--- config.mk ---
export PLATFORM = sky130hd
export DESIGN_NAME = http_request_head_parser_flat
export DESIGN_NICKNAME = d
export VERILOG_FILES = /design/src/hrhp_pkg.sv /design/src/hrhp_if.sv /design/src/http_request_head_parser.sv /design/src/flat_wrapper.sv
export SDC_FILE = /design/constraint.sdc
export NUM_CORES = 1
export LEC_CHECK = 0
export BUFFER_PORTS_ARGS = -buffer_cell sky130_fd_sc_hd__buf_2
export CAP_MARGIN = 20
export CORE_MARGIN = 2
export CORE_UTILIZATION = 59
export CTS_CLUSTER_DIAMETER = 30
export DETAILED_ROUTE_END_ITERATION = 10
export PLACE_DENSITY_LB_ADDON = 0.15
export SETUP_SLACK_MARGIN = 0.2
export SYNTH_ARGS = -nofsm -noshare
export SYNTH_HDL_FRONTEND = slang
export SYNTH_SLANG_ARGS = --single-unit
--- constraint.sdc ---
create_clock -name i_clk -period 3.8 [get_ports i_clk]
set_input_delay 0 -clock i_clk [delete_from_list [all_inputs] [get_ports i_clk]]
set_output_delay 0 -clock i_clk [all_outputs]
set_load 0.02 [all_outputs]
--- src/hrhp_pkg.sv ---
`timescale 1ns / 1ps

package hrhp_pkg;

    // Payload widths
    localparam int OP_W     = 2;
    localparam int BYTE_W   = 8;
    localparam int KIND_W   = 3;
    localparam int HIDX_W   = 5;
    localparam int OFF_W    = 8;
    localparam int STATUS_W = 2;

    // Default limits
    localparam int METHOD_MAX_DEF     = 6;
    localparam int RESOURCE_MAX_DEF   = 129;
    localparam int NAME_MAX_DEF       = 32;
    localparam int VALUE_MAX_DEF      = 254;
    localparam int HEADER_ENTRIES_DEF = 32;

    // Length of the protocol version text
    localparam int VERSION_LEN = 8;

    // Input operation codes
    localparam logic [OP_W-1:0] OP_DATA   = 2'd0;
    localparam logic [OP_W-1:0] OP_CLOSED = 2'd1;
    localparam logic [OP_W-1:0] OP_BEGIN  = 2'd2;
    localparam logic [OP_W-1:0] OP_UNUSED = 2'd3;

    // Field kinds
    localparam logic [KIND_W-1:0] KIND_DELIM    = 3'd0;
    localparam logic [KIND_W-1:0] KIND_METHOD   = 3'd1;
    localparam logic [KIND_W-1:0] KIND_RESOURCE = 3'd2;
    localparam logic [KIND_W-1:0] KIND_NAME     = 3'd3;
    localparam logic [KIND_W-1:0] KIND_VALUE    = 3'd4;

    // Parse status
    localparam logic [STATUS_W-1:0] ST_RUN  = 2'd0;
    localparam logic [STATUS_W-1:0] ST_DONE = 2'd1;
    localparam logic [STATUS_W-1:0] ST_ERR  = 2'd2;

    // Delimiter characters
    localparam logic [BYTE_W-1:0] CH_SPACE = 8'h20;
    localparam logic [BYTE_W-1:0] CH_CR    = 8'h0D;
    localparam logic [BYTE_W-1:0] CH_LF    = 8'h0A;
    localparam logic [BYTE_W-1:0] CH_COLON = 8'h3A;

    typedef logic [BYTE_W-1:0] t_byte;

    // Expected character of the version text "HTTP/1.1"
    function automatic t_byte version_char(input logic [2:0] idx);
        t_byte c;
        case (idx)
            3'd0:    c = 8'h48;
            3'd1:    c = 8'h54;
            3'd2:    c = 8'h54;
            3'd3:    c = 8'h50;
            3'd4:    c = 8'h2F;
            3'd5:    c = 8'h31;
            3'd6:    c = 8'h2E;
            default: c = 8'h31;
        endcase
        return c;
    endfunction

endpackage

--- src/hrhp_if.sv ---
`timescale 1ns / 1ps

// Input channel: one request byte or control op per word
interface hrhp_byte_if;
    logic                         valid;
    logic                         ready;
    logic [hrhp_pkg::OP_W-1:0]    op;
    logic [hrhp_pkg::BYTE_W-1:0]  data_byte;

    modport source (output valid, output op, output data_byte, input ready);
    modport sink   (input valid, input op, input data_byte, output ready);
endinterface

// Output channel: one tagged byte per word
interface hrhp_tag_if;
    logic                           valid;
    logic                           ready;
    logic [hrhp_pkg::KIND_W-1:0]    field_kind;
    logic [hrhp_pkg::HIDX_W-1:0]    header_index;
    logic [hrhp_pkg::OFF_W-1:0]     char_offset;
    logic [hrhp_pkg::BYTE_W-1:0]    char_value;
    logic [hrhp_pkg::STATUS_W-1:0]  parse_status;

    modport source (output valid, output field_kind, output header_index,
                    output char_offset, output char_value, output parse_status,
                    input ready);
    modport sink   (input valid, input field_kind, input header_index,
                    input char_offset, input char_value, input parse_status,
                    output ready);
endinterface

--- src/http_request_head_parser.sv ---
`timescale 1ns / 1ps

// Channel  | Dir | Fields                                                  | Word
// ---------+-----+---------------------------------------------------------+-------------
// i_byte   | in  | op, data_byte                                           | 1 byte/op
// o_tag    | out | field_kind, header_index, char_offset, char_value,      | 1 tag/word
//          |     | parse_status                                            |
//
// Every input word yields exactly one output word, through the input register and
// then the result register. One word per cycle is sustained while o_tag is ready;
// the phase/position/entry update is combinational between the two registers.
// Reset (i_rst_n low, synchronous) returns the parser to the method phase and
// empties both registers. A stall on o_tag backs up through the result and
// input registers; i_byte.ready drops only when both are full.

module http_request_head_parser #(
    parameter int METHOD_MAX     = hrhp_pkg::METHOD_MAX_DEF,
    parameter int RESOURCE_MAX   = hrhp_pkg::RESOURCE_MAX_DEF,
    parameter int NAME_MAX       = hrhp_pkg::NAME_MAX_DEF,
    parameter int VALUE_MAX      = hrhp_pkg::VALUE_MAX_DEF,
    parameter int HEADER_ENTRIES = hrhp_pkg::HEADER_ENTRIES_DEF
) (
    input  logic         i_clk,
    input  logic         i_rst_n,
    hrhp_byte_if.sink    i_byte,
    hrhp_tag_if.source   o_tag
);

    // Position counter covers the largest limit
    localparam int MAX_A   = (METHOD_MAX > RESOURCE_MAX) ? METHOD_MAX : RESOURCE_MAX;
    localparam int MAX_B   = (NAME_MAX > VALUE_MAX) ? NAME_MAX : VALUE_MAX;
    localparam int MAX_C   = (MAX_A > MAX_B) ? MAX_A : MAX_B;
    localparam int POS_MAX = (MAX_C > hrhp_pkg::VERSION_LEN) ? MAX_C : hrhp_pkg::VERSION_LEN;
    localparam int POS_W   = $clog2(POS_MAX + 1);
    localparam int IDX_W   = (HEADER_ENTRIES > 1) ? $clog2(HEADER_ENTRIES) : 1;

    localparam logic [POS_W-1:0] LIM_METHOD   = POS_W'(METHOD_MAX);
    localparam logic [POS_W-1:0] LIM_RESOURCE = POS_W'(RESOURCE_MAX);
    localparam logic [POS_W-1:0] LIM_NAME     = POS_W'(NAME_MAX);
    localparam logic [POS_W-1:0] LIM_VALUE    = POS_W'(VALUE_MAX);
    localparam logic [POS_W-1:0] LIM_VERSION  = POS_W'(hrhp_pkg::VERSION_LEN);
    localparam logic [IDX_W-1:0] LAST_ENTRY   = IDX_W'(HEADER_ENTRIES - 1);

    // Phase codes
    localparam logic [3:0] PH_METHOD   = 4'd0;
    localparam logic [3:0] PH_RESOURCE = 4'd1;
    localparam logic [3:0] PH_VERSION  = 4'd2;
    localparam logic [3:0] PH_RL_CR    = 4'd3;
    localparam logic [3:0] PH_RL_LF    = 4'd4;
    localparam logic [3:0] PH_NAME     = 4'd5;
    localparam logic [3:0] PH_SPACE    = 4'd6;
    localparam logic [3:0] PH_VALUE    = 4'd7;
    localparam logic [3:0] PH_HDR_LF   = 4'd8;
    localparam logic [3:0] PH_AFTER    = 4'd9;
    localparam logic [3:0] PH_END_LF   = 4'd10;

    // Input register
    logic                           r_in_valid;
    logic [hrhp_pkg::OP_W-1:0]      r_in_op;
    logic [hrhp_pkg::BYTE_W-1:0]    r_in_byte;

    // Parser state
    logic [3:0]                     r_phase,  n_phase;
    logic [POS_W-1:0]               r_pos,    n_pos;
    logic [IDX_W-1:0]               r_entry,  n_entry;
    logic [hrhp_pkg::STATUS_W-1:0]  r_status, n_status;

    // Result register
    logic                           r_out_valid;
    logic [hrhp_pkg::KIND_W-1:0]    r_out_kind,   n_out_kind;
    logic [IDX_W-1:0]               r_out_idx,    n_out_idx;
    logic [POS_W-1:0]               r_out_off,    n_out_off;
    logic [hrhp_pkg::BYTE_W-1:0]    r_out_val,    n_out_val;
    logic [hrhp_pkg::STATUS_W-1:0]  r_out_status, n_out_status;

    logic             advance;
    logic             step;
    logic [POS_W-1:0] pos_inc;

    // Handshake: result register drains, input register refills behind it
    assign advance      = !r_out_valid || o_tag.ready;
    assign step         = r_in_valid && advance;
    assign i_byte.ready = !r_in_valid || advance;
    assign pos_inc      = r_pos + 1'b1;

    // Capture the input word
    always_ff @(posedge i_clk) begin
        if (!i_rst_n) begin
            r_in_valid <= 1'b0;
        end else if (i_byte.ready) begin
            r_in_valid <= i_byte.valid;
        end
        if (i_byte.ready && i_byte.valid) begin
            r_in_op   <= i_byte.op;
            r_in_byte <= i_byte.data_byte;
        end
    end

    // Parse step: next state and tag for the registered word
    always_comb begin
        n_phase      = r_phase;
        n_pos        = r_pos;
        n_entry      = r_entry;
        n_status     = r_status;
        n_out_kind   = hrhp_pkg::KIND_DELIM;
        n_out_idx    = '0;
        n_out_off    = '0;
        n_out_val    = '0;
        n_out_status = r_status;

        unique case (r_in_op)
            hrhp_pkg::OP_BEGIN: begin
                n_phase      = PH_METHOD;
                n_pos        = '0;
                n_entry      = '0;
                n_status     = hrhp_pkg::ST_RUN;
                n_out_status = hrhp_pkg::ST_RUN;
            end
            hrhp_pkg::OP_CLOSED: begin
                if (r_status == hrhp_pkg::ST_RUN) begin
                    n_status     = hrhp_pkg::ST_ERR;
                    n_out_status = hrhp_pkg::ST_ERR;
                end
            end
            hrhp_pkg::OP_DATA: begin
                n_out_val = r_in_byte;
                if (r_status == hrhp_pkg::ST_RUN) begin
                    unique case (r_phase)
                        PH_METHOD: begin
                            if (r_in_byte == hrhp_pkg::CH_SPACE) begin
                                n_phase = PH_RESOURCE;
                                n_pos   = '0;
                            end else begin
                                n_out_kind = hrhp_pkg::KIND_METHOD;
                                n_out_off  = r_pos;
                                if (pos_inc == LIM_METHOD) begin
                                    n_phase = PH_RESOURCE;
                                    n_pos   = '0;
                                end else begin
                                    n_pos = pos_inc;
                                end
                            end
                        end
                        PH_RESOURCE: begin
                            if (r_in_byte == hrhp_pkg::CH_SPACE) begin
                                n_phase = PH_VERSION;
                                n_pos   = '0;
                            end else begin
                                n_out_kind = hrhp_pkg::KIND_RESOURCE;
                                n_out_off  = r_pos;
                                if (pos_inc == LIM_RESOURCE) begin
                                    n_phase = PH_VERSION;
                                    n_pos   = '0;
                                end else begin
                                    n_pos = pos_inc;
                                end
                            end
                        end
                        PH_VERSION: begin
                            if (r_in_byte != hrhp_pkg::version_char(r_pos[2:0])) begin
                                n_status     = hrhp_pkg::ST_ERR;
                                n_out_status = hrhp_pkg::ST_ERR;
                            end else begin
                                n_out_off = POS_W'(r_pos[2:0]);
                                if (pos_inc == LIM_VERSION) begin
                                    n_phase = PH_RL_CR;
                                    n_pos   = '0;
                                end else begin
                                    n_pos = pos_inc;
                                end
                            end
                        end
                        PH_RL_CR: begin
                            if (r_in_byte != hrhp_pkg::CH_CR) begin
                                n_status     = hrhp_pkg::ST_ERR;
                                n_out_status = hrhp_pkg::ST_ERR;
                            end else begin
                                n_phase = PH_RL_LF;
                            end
                        end
                        PH_RL_LF: begin
                            if (r_in_byte != hrhp_pkg::CH_LF) begin
                                n_status     = hrhp_pkg::ST_ERR;
                                n_out_status = hrhp_pkg::ST_ERR;
                            end else begin
                                n_phase = PH_NAME;
                                n_pos   = '0;
                                n_entry = '0;
                            end
                        end
                        PH_NAME: begin
                            n_out_idx = r_entry;
                            if (r_in_byte == hrhp_pkg::CH_COLON) begin
                                n_phase = PH_SPACE;
                            end else begin
                                n_out_kind = hrhp_pkg::KIND_NAME;
                                n_out_off  = r_pos;
                                n_pos      = pos_inc;
                                if (pos_inc == LIM_NAME) begin
                                    n_phase = PH_SPACE;
                                end
                            end
                        end
                        PH_SPACE: begin
                            if (r_in_byte != hrhp_pkg::CH_SPACE) begin
                                n_status     = hrhp_pkg::ST_ERR;
                                n_out_status = hrhp_pkg::ST_ERR;
                            end else begin
                                n_out_idx = r_entry;
                                n_phase   = PH_VALUE;
                                n_pos     = '0;
                            end
                        end
                        PH_VALUE: begin
                            n_out_idx = r_entry;
                            if (r_in_byte == hrhp_pkg::CH_CR) begin
                                n_phase = PH_HDR_LF;
                            end else begin
                                n_out_kind = hrhp_pkg::KIND_VALUE;
                                n_out_off  = r_pos;
                                n_pos      = pos_inc;
                                if (pos_inc == LIM_VALUE) begin
                                    n_phase = PH_HDR_LF;
                                end
                            end
                        end
                        PH_HDR_LF: begin
                            if (r_in_byte != hrhp_pkg::CH_LF) begin
                                n_status     = hrhp_pkg::ST_ERR;
                                n_out_status = hrhp_pkg::ST_ERR;
                            end else begin
                                n_out_idx = r_entry;
                                n_phase   = PH_AFTER;
                            end
                        end
                        PH_AFTER: begin
                            if (r_in_byte == hrhp_pkg::CH_CR) begin
                                n_out_idx = r_entry;
                                n_phase   = PH_END_LF;
                            end else if (r_entry == LAST_ENTRY) begin
                                // entry table full: finish the head here
                                n_status     = hrhp_pkg::ST_DONE;
                                n_out_status = hrhp_pkg::ST_DONE;
                            end else begin
                                // first name byte of the next entry
                                n_entry    = r_entry + 1'b1;
                                n_out_idx  = r_entry + 1'b1;
                                n_out_kind = hrhp_pkg::KIND_NAME;
                                n_pos      = POS_W'(1);
                                n_phase    = (LIM_NAME == POS_W'(1)) ? PH_SPACE : PH_NAME;
                            end
                        end
                        PH_END_LF: begin
                            if (r_in_byte != hrhp_pkg::CH_LF) begin
                                n_status     = hrhp_pkg::ST_ERR;
                                n_out_status = hrhp_pkg::ST_ERR;
                            end else begin
                                n_status     = hrhp_pkg::ST_DONE;
                                n_out_status = hrhp_pkg::ST_DONE;
                            end
                        end
                        default: begin
                            n_status     = hrhp_pkg::ST_ERR;
                            n_out_status = hrhp_pkg::ST_ERR;
                        end
                    endcase
                end
            end
            default: begin
                // unused op: report current status only
                n_out_status = r_status;
            end
        endcase
    end

    // Advance parser state once per processed word
    always_ff @(posedge i_clk) begin
        if (!i_rst_n) begin
            r_phase  <= PH_METHOD;
            r_pos    <= '0;
            r_entry  <= '0;
            r_status <= hrhp_pkg::ST_RUN;
        end else if (step) begin
            r_phase  <= n_phase;
            r_pos    <= n_pos;
            r_entry  <= n_entry;
            r_status <= n_status;
        end
    end

    // Load the result register
    always_ff @(posedge i_clk) begin
        if (!i_rst_n) begin
            r_out_valid <= 1'b0;
        end else if (advance) begin
            r_out_valid <= r_in_valid;
        end
        if (step) begin
            r_out_kind   <= n_out_kind;
            r_out_idx    <= n_out_idx;
            r_out_off    <= n_out_off;
            r_out_val    <= n_out_val;
            r_out_status <= n_out_status;
        end
    end

    assign o_tag.valid        = r_out_valid;
    assign o_tag.field_kind   = r_out_kind;
    assign o_tag.header_index = hrhp_pkg::HIDX_W'(r_out_idx);
    assign o_tag.char_offset  = hrhp_pkg::OFF_W'(r_out_off);
    assign o_tag.char_value   = r_out_val;
    assign o_tag.parse_status = r_out_status;

`ifndef NO_ASSERTIONS
    // Done and error stay until a new request begins
    a_status_sticky: assert property (@(posedge i_clk) disable iff (!i_rst_n)
        (r_status != hrhp_pkg::ST_RUN && !(step && r_in_op == hrhp_pkg::OP_BEGIN))
        |=> r_status == $past(r_status))
        else $error("final status changed without a new request");

    // Tagged field bytes only appear while running
    a_kind_running: assert property (@(posedge i_clk) disable iff (!i_rst_n)
        (r_out_valid && r_out_kind != hrhp_pkg::KIND_DELIM)
        |-> r_out_status == hrhp_pkg::ST_RUN)
        else $error("field byte tagged with final status");

    // Method position stays below its limit
    a_method_pos: assert property (@(posedge i_clk) disable iff (!i_rst_n)
        (r_phase == PH_METHOD) |-> r_pos < LIM_METHOD)
        else $error("method position out of range");

    // A stalled result holds the input word in place
    a_stall_hold: assert property (@(posedge i_clk) disable iff (!i_rst_n)
        (r_in_valid && !advance) |=> (r_in_valid && $stable(r_in_op) && $stable(r_in_byte)))
        else $error("input word lost during stall");
`endif

endmodule

--- src/flat_wrapper.sv ---
// flat-port wrapper written by rule: the top's interface ports become plain ports
module http_request_head_parser_flat 
#(
    parameter int METHOD_MAX     = hrhp_pkg::METHOD_MAX_DEF,
    parameter int RESOURCE_MAX   = hrhp_pkg::RESOURCE_MAX_DEF,
    parameter int NAME_MAX       = hrhp_pkg::NAME_MAX_DEF,
    parameter int VALUE_MAX      = hrhp_pkg::VALUE_MAX_DEF,
    parameter int HEADER_ENTRIES = hrhp_pkg::HEADER_ENTRIES_DEF
)
  (i_clk, i_rst_n, i_byte_valid, i_byte_op, i_byte_data_byte, i_byte_ready, o_tag_valid, o_tag_field_kind, o_tag_header_index, o_tag_char_offset, o_tag_char_value, o_tag_parse_status, o_tag_ready);
  hrhp_byte_if i_byte_i ();
  hrhp_tag_if o_tag_i ();
  input  logic i_clk;
  input  logic i_rst_n;
  input wire logic [$bits(i_byte_i.valid)-1:0] i_byte_valid;
  input wire logic [$bits(i_byte_i.op)-1:0] i_byte_op;
  input wire logic [$bits(i_byte_i.data_byte)-1:0] i_byte_data_byte;
  output wire logic [$bits(i_byte_i.ready)-1:0] i_byte_ready;
  output wire logic [$bits(o_tag_i.valid)-1:0] o_tag_valid;
  output wire logic [$bits(o_tag_i.field_kind)-1:0] o_tag_field_kind;
  output wire logic [$bits(o_tag_i.header_index)-1:0] o_tag_header_index;
  output wire logic [$bits(o_tag_i.char_offset)-1:0] o_tag_char_offset;
  output wire logic [$bits(o_tag_i.char_value)-1:0] o_tag_char_value;
  output wire logic [$bits(o_tag_i.parse_status)-1:0] o_tag_parse_status;
  input wire logic [$bits(o_tag_i.ready)-1:0] o_tag_ready;
  assign i_byte_i.valid = i_byte_valid;
  assign i_byte_i.op = i_byte_op;
  assign i_byte_i.data_byte = i_byte_data_byte;
  assign i_byte_ready = i_byte_i.ready;
  assign o_tag_valid = o_tag_i.valid;
  assign o_tag_field_kind = o_tag_i.field_kind;
  assign o_tag_header_index = o_tag_i.header_index;
  assign o_tag_char_offset = o_tag_i.char_offset;
  assign o_tag_char_value = o_tag_i.char_value;
  assign o_tag_parse_status = o_tag_i.parse_status;
  assign o_tag_i.ready = o_tag_ready;
  http_request_head_parser #(.METHOD_MAX(METHOD_MAX), .RESOURCE_MAX(RESOURCE_MAX), .NAME_MAX(NAME_MAX), .VALUE_MAX(VALUE_MAX), .HEADER_ENTRIES(HEADER_ENTRIES)) u_core (.i_clk(i_clk), .i_rst_n(i_rst_n), .i_byte(i_byte_i), .o_tag(o_tag_i));
endmodule
==> impl_metrics.tcl <==
set metrics [dict create \
    outcome "finished clean" \
    hp-class "input pin to flip-flop" \
    start_util 0.604 \
    final_layout_size_suffix_gt1_frac 0.169 \
    tns_ns 0 \
    dp_hpwl_um 5880 \
    worstMarginPinSlew_ns 0.842 \
    port-buffer-count 41 \
    drc 0 \
    gp_congestion 0.930 \
    first_pass_iters 5 \
    ys_seq_area_frac 0.423 \
    maxCapViolCount 0 \
    grt_pass1_vias 2926 \
    cp.required_ns 4.04 \
    worstRegToRegCells 10 \
    r2r_start "u_core.r_pos[0]" \
    cp_slowest_stage_delay_ns 0.55 \
    synth_area_per_cell_um2 8.88 \
    cp_max_fo 12 \
    synth_warnings 0 \
    grt_max_degree 29 \
    drv_slew 0 \
    area_growth_pct 15.7 \
    clk_pin_slew_worst_paths_ns 0.06 \
    crit_arrival_ns 3.43 \
    vias_per_cell 6.19 \
    final_cell_count_no_fill 525 \
    ios 42 \
    leakage_uw 0.00151 \
    pwr_density_cell_nw_per_um2 327 \
    cts-buffers-inserted 9 \
    crit_path_end_kind "flip-flop" \
    cts_tree "done" \
    grt_pass1_wl_um 14300 \
    rr_endpoint "u_core.r_pos[1]" \
    rsz0062_at_grt "false" \
    vias 3250 \
    worstPathCellList "inv_1, ha_1, or2_2, a211oi_1, xor2_1, nand4_1, o211a_1, a311o_1, and3_1, a41o_1" \
    fin_skew_ns 0.00888 \
    period_needed_ns 3.19 \
    hold_end "u_core.o_tag.valid" \
    cts_buffer_depth 2 \
    startpoint_type "flip-flop" \
    grt_overflow 0 \
    cts_sinks 57 \
    drtAntennaViolNets 0 \
    crit_type "flip-flop to flip-flop" \
    die_h_um 81.6 \
    cts.repair.resized 0 \
    hold_viol_final 0 \
    fin_crit_sh 0.840 \
    final_common_cell "buf_2" \
    num_rows 28 \
    whs_ns 0.131 \
    core_area_um2 5890 \
    antenna_found_initial 0 \
    netlist_area_um2 3550 \
    dp.cells 497 \
    antenna_cells 0 \
    dieArea_um2 6660 \
    min_from "i_rst_n" \
    synth.top_cell.area_share 0.304 \
    synth.area.top_cells "edfxtp_1 30%, dfxtp_1 12%, nand2_1 4.2%, a21oi_1 3.9%, nor2_1 3.7%" \
    max_freq_mhz 313 \
    crit_slowest_cell "dfxtp_1" \
    h-tree-depth 3 \
    vdd.ir_drop.worst_v 0.000260 \
    synth_nets 424 \
    synth-main-ff-cell "edfxtp_1" \
    synth.distinct_cells 69 \
    drt_wl_total_um 8800 \
    post_cts_buffers 0 \
    nets 470 \
    wl_per_cell_um 16.8 \
    maxSlewHeadroom 0.438 \
    yosys.area.top_type "edfxtp_1" \
    synth-seq-cells 57 \
    synthCells 400 \
    async_flop_share 0 \
    final_cell_mix "41 x buf_2, 40 x nand2_1, 36 x edfxtp_1" \
    synth_edf_count 36 \
    dr.first_iter.drc_count 479 \
    holdPathStages 2 \
    die_w_um 81.6 \
    clock_latency_ns 0.35 \
    setup_violations 0 \
    track_usage 0.285 \
    rrSetupSlack_ns 0.61 \
    cts-root-buf "clkbuf_8" \
]
==> what timing repair did <==
action / 4_1_cts / 5_1_grt
endpoints found under the hold margin: 12 / 0
hold buffers: 12 / 0
setup endpoints to repair: 0 / 0
==> synthesized netlist by cell type, types with 4 or more instances <==
cell type and count:
o21bai_1 4, or3_1 5, nor3_1 12, nor2b_1 8, a22oi_1 4, clkbuf_1 18, dfxtp_1 21, and3_1 4
xnor2_1 4, nand3_1 14, o21a_1 5, nor2_1 35, a21boi_0 5, inv_1 14, o21ai_0 18, nand4_1 7
edfxtp_1 36, nand2b_1 10, a31oi_1 6, ha_1 10, nand2_1 40, a21oi_1 28, nor3b_1 4, o22ai_1 8
and2_1 14
==> per-layer routing <==
| metal | wire (um) | track usage | vias to the layer above | share of wire |
|---|---|---|---|---|
| li1 | - | - | 1571 | - |
| met1 | 3670 | 0.382 | 1473 | 0.42 |
| met2 | 4090 | 0.434 | 181 | 0.46 |
| met3 | 769 | 0.0626 | 25 | 0.087 |
| met4 | 274 | 0.147 | 0 | 0.031 |
| met5 | 0 | 0 | - | 0 |
==> cells by family after synthesis <==
kind of cell | Yosys count | share of synthesized area
AO/OA/AOI/OAI | 109 | 0.208
XOR/XNOR | 5 | 0.0123
adder cells (fa/ha/maj) | 10 | 0.0352
buffers and inverters | 38 | 0.0430
flip-flops | 57 | 0.423
multiplexers | 4 | 0.0116
AND/OR/NAND/NOR | 177 | 0.267
==> power by group <==
part           total (uW)  leakage [uW]  switching [uW]  internal, uW
combinational         124      0.000911            72.3          51.2
sequential            698      0.000506            16.6           681
clock                 525     0.0000910             233           292
total                1350       0.00151             322          1020
==> worst max-delay path: cells and delay by family (launching register included) <==
| kind | cells | cell delay, ns |
|---|---|---|
| AOI/OAI and AO/OA | 4 | 1.20 |
| and+or+nand+nor | 3 | 0.68 |
| DFF | 1 | 0.55 |
| adders and majority gates | 1 | 0.32 |
| xor gates and xnor gates | 1 | 0.17 |
| buffers and inverters | 1 | 0.15 |
==> state kept, by name, summed over array words and instances, names as in the netlist <==
signal,cells
u_core.o_tag.char_offset,8
u_core.o_tag.char_value,8
u_core.o_tag.field_kind,3
u_core.o_tag.header_index,5
u_core.o_tag.parse_status,2
u_core.o_tag.valid,1
u_core.r_entry,5
u_core.r_in_byte,8
u_core.r_in_op,2
u_core.r_in_valid,1
u_core.r_phase,4
u_core.r_pos,8
u_core.r_status,2
==> through the flow <==
stage	setup WS, ns	util	area [um^2]	power (uW)
floorplan	0.913	-	3550	781
global placement	0.738	0.644	3790	816
detailed placement	0.653	0.644	3790	819
CTS	0.640	0.694	4090	1350
global route	0.376	0.699	4110	1390
finish	0.610	0.699	4110	1350
==> cell type report <==
| class | count | area (um^2) |
|---|---|---|
| inverter | 14 | 52.6 |
| fill | 467 | 1770 |
| timing repair buffer | 59 | 390 |
| clock buffer | 10 | 128 |
| tap | 75 | 93.8 |
| multi-input combinational | 305 | 1900 |
| sequential | 57 | 1500 |
| clock inverter | 5 | 47.5 |
==> worst max path at each step <==
stage,startpoint,end,cells past startpoint
global placement,u_core.r_pos[0],u_core.r_pos[1],10
floorplan,u_core.r_pos[0],u_core.r_pos[1],11
global route,u_core.r_pos[0],u_core.r_pos[1],10
detailed placement,u_core.r_pos[0],u_core.r_pos[1],10
finish,u_core.r_pos[0],u_core.r_pos[1],10
CTS,u_core.r_pos[0],u_core.r_pos[1],10
No activity file was read; power rests on OpenSTA's default activity.
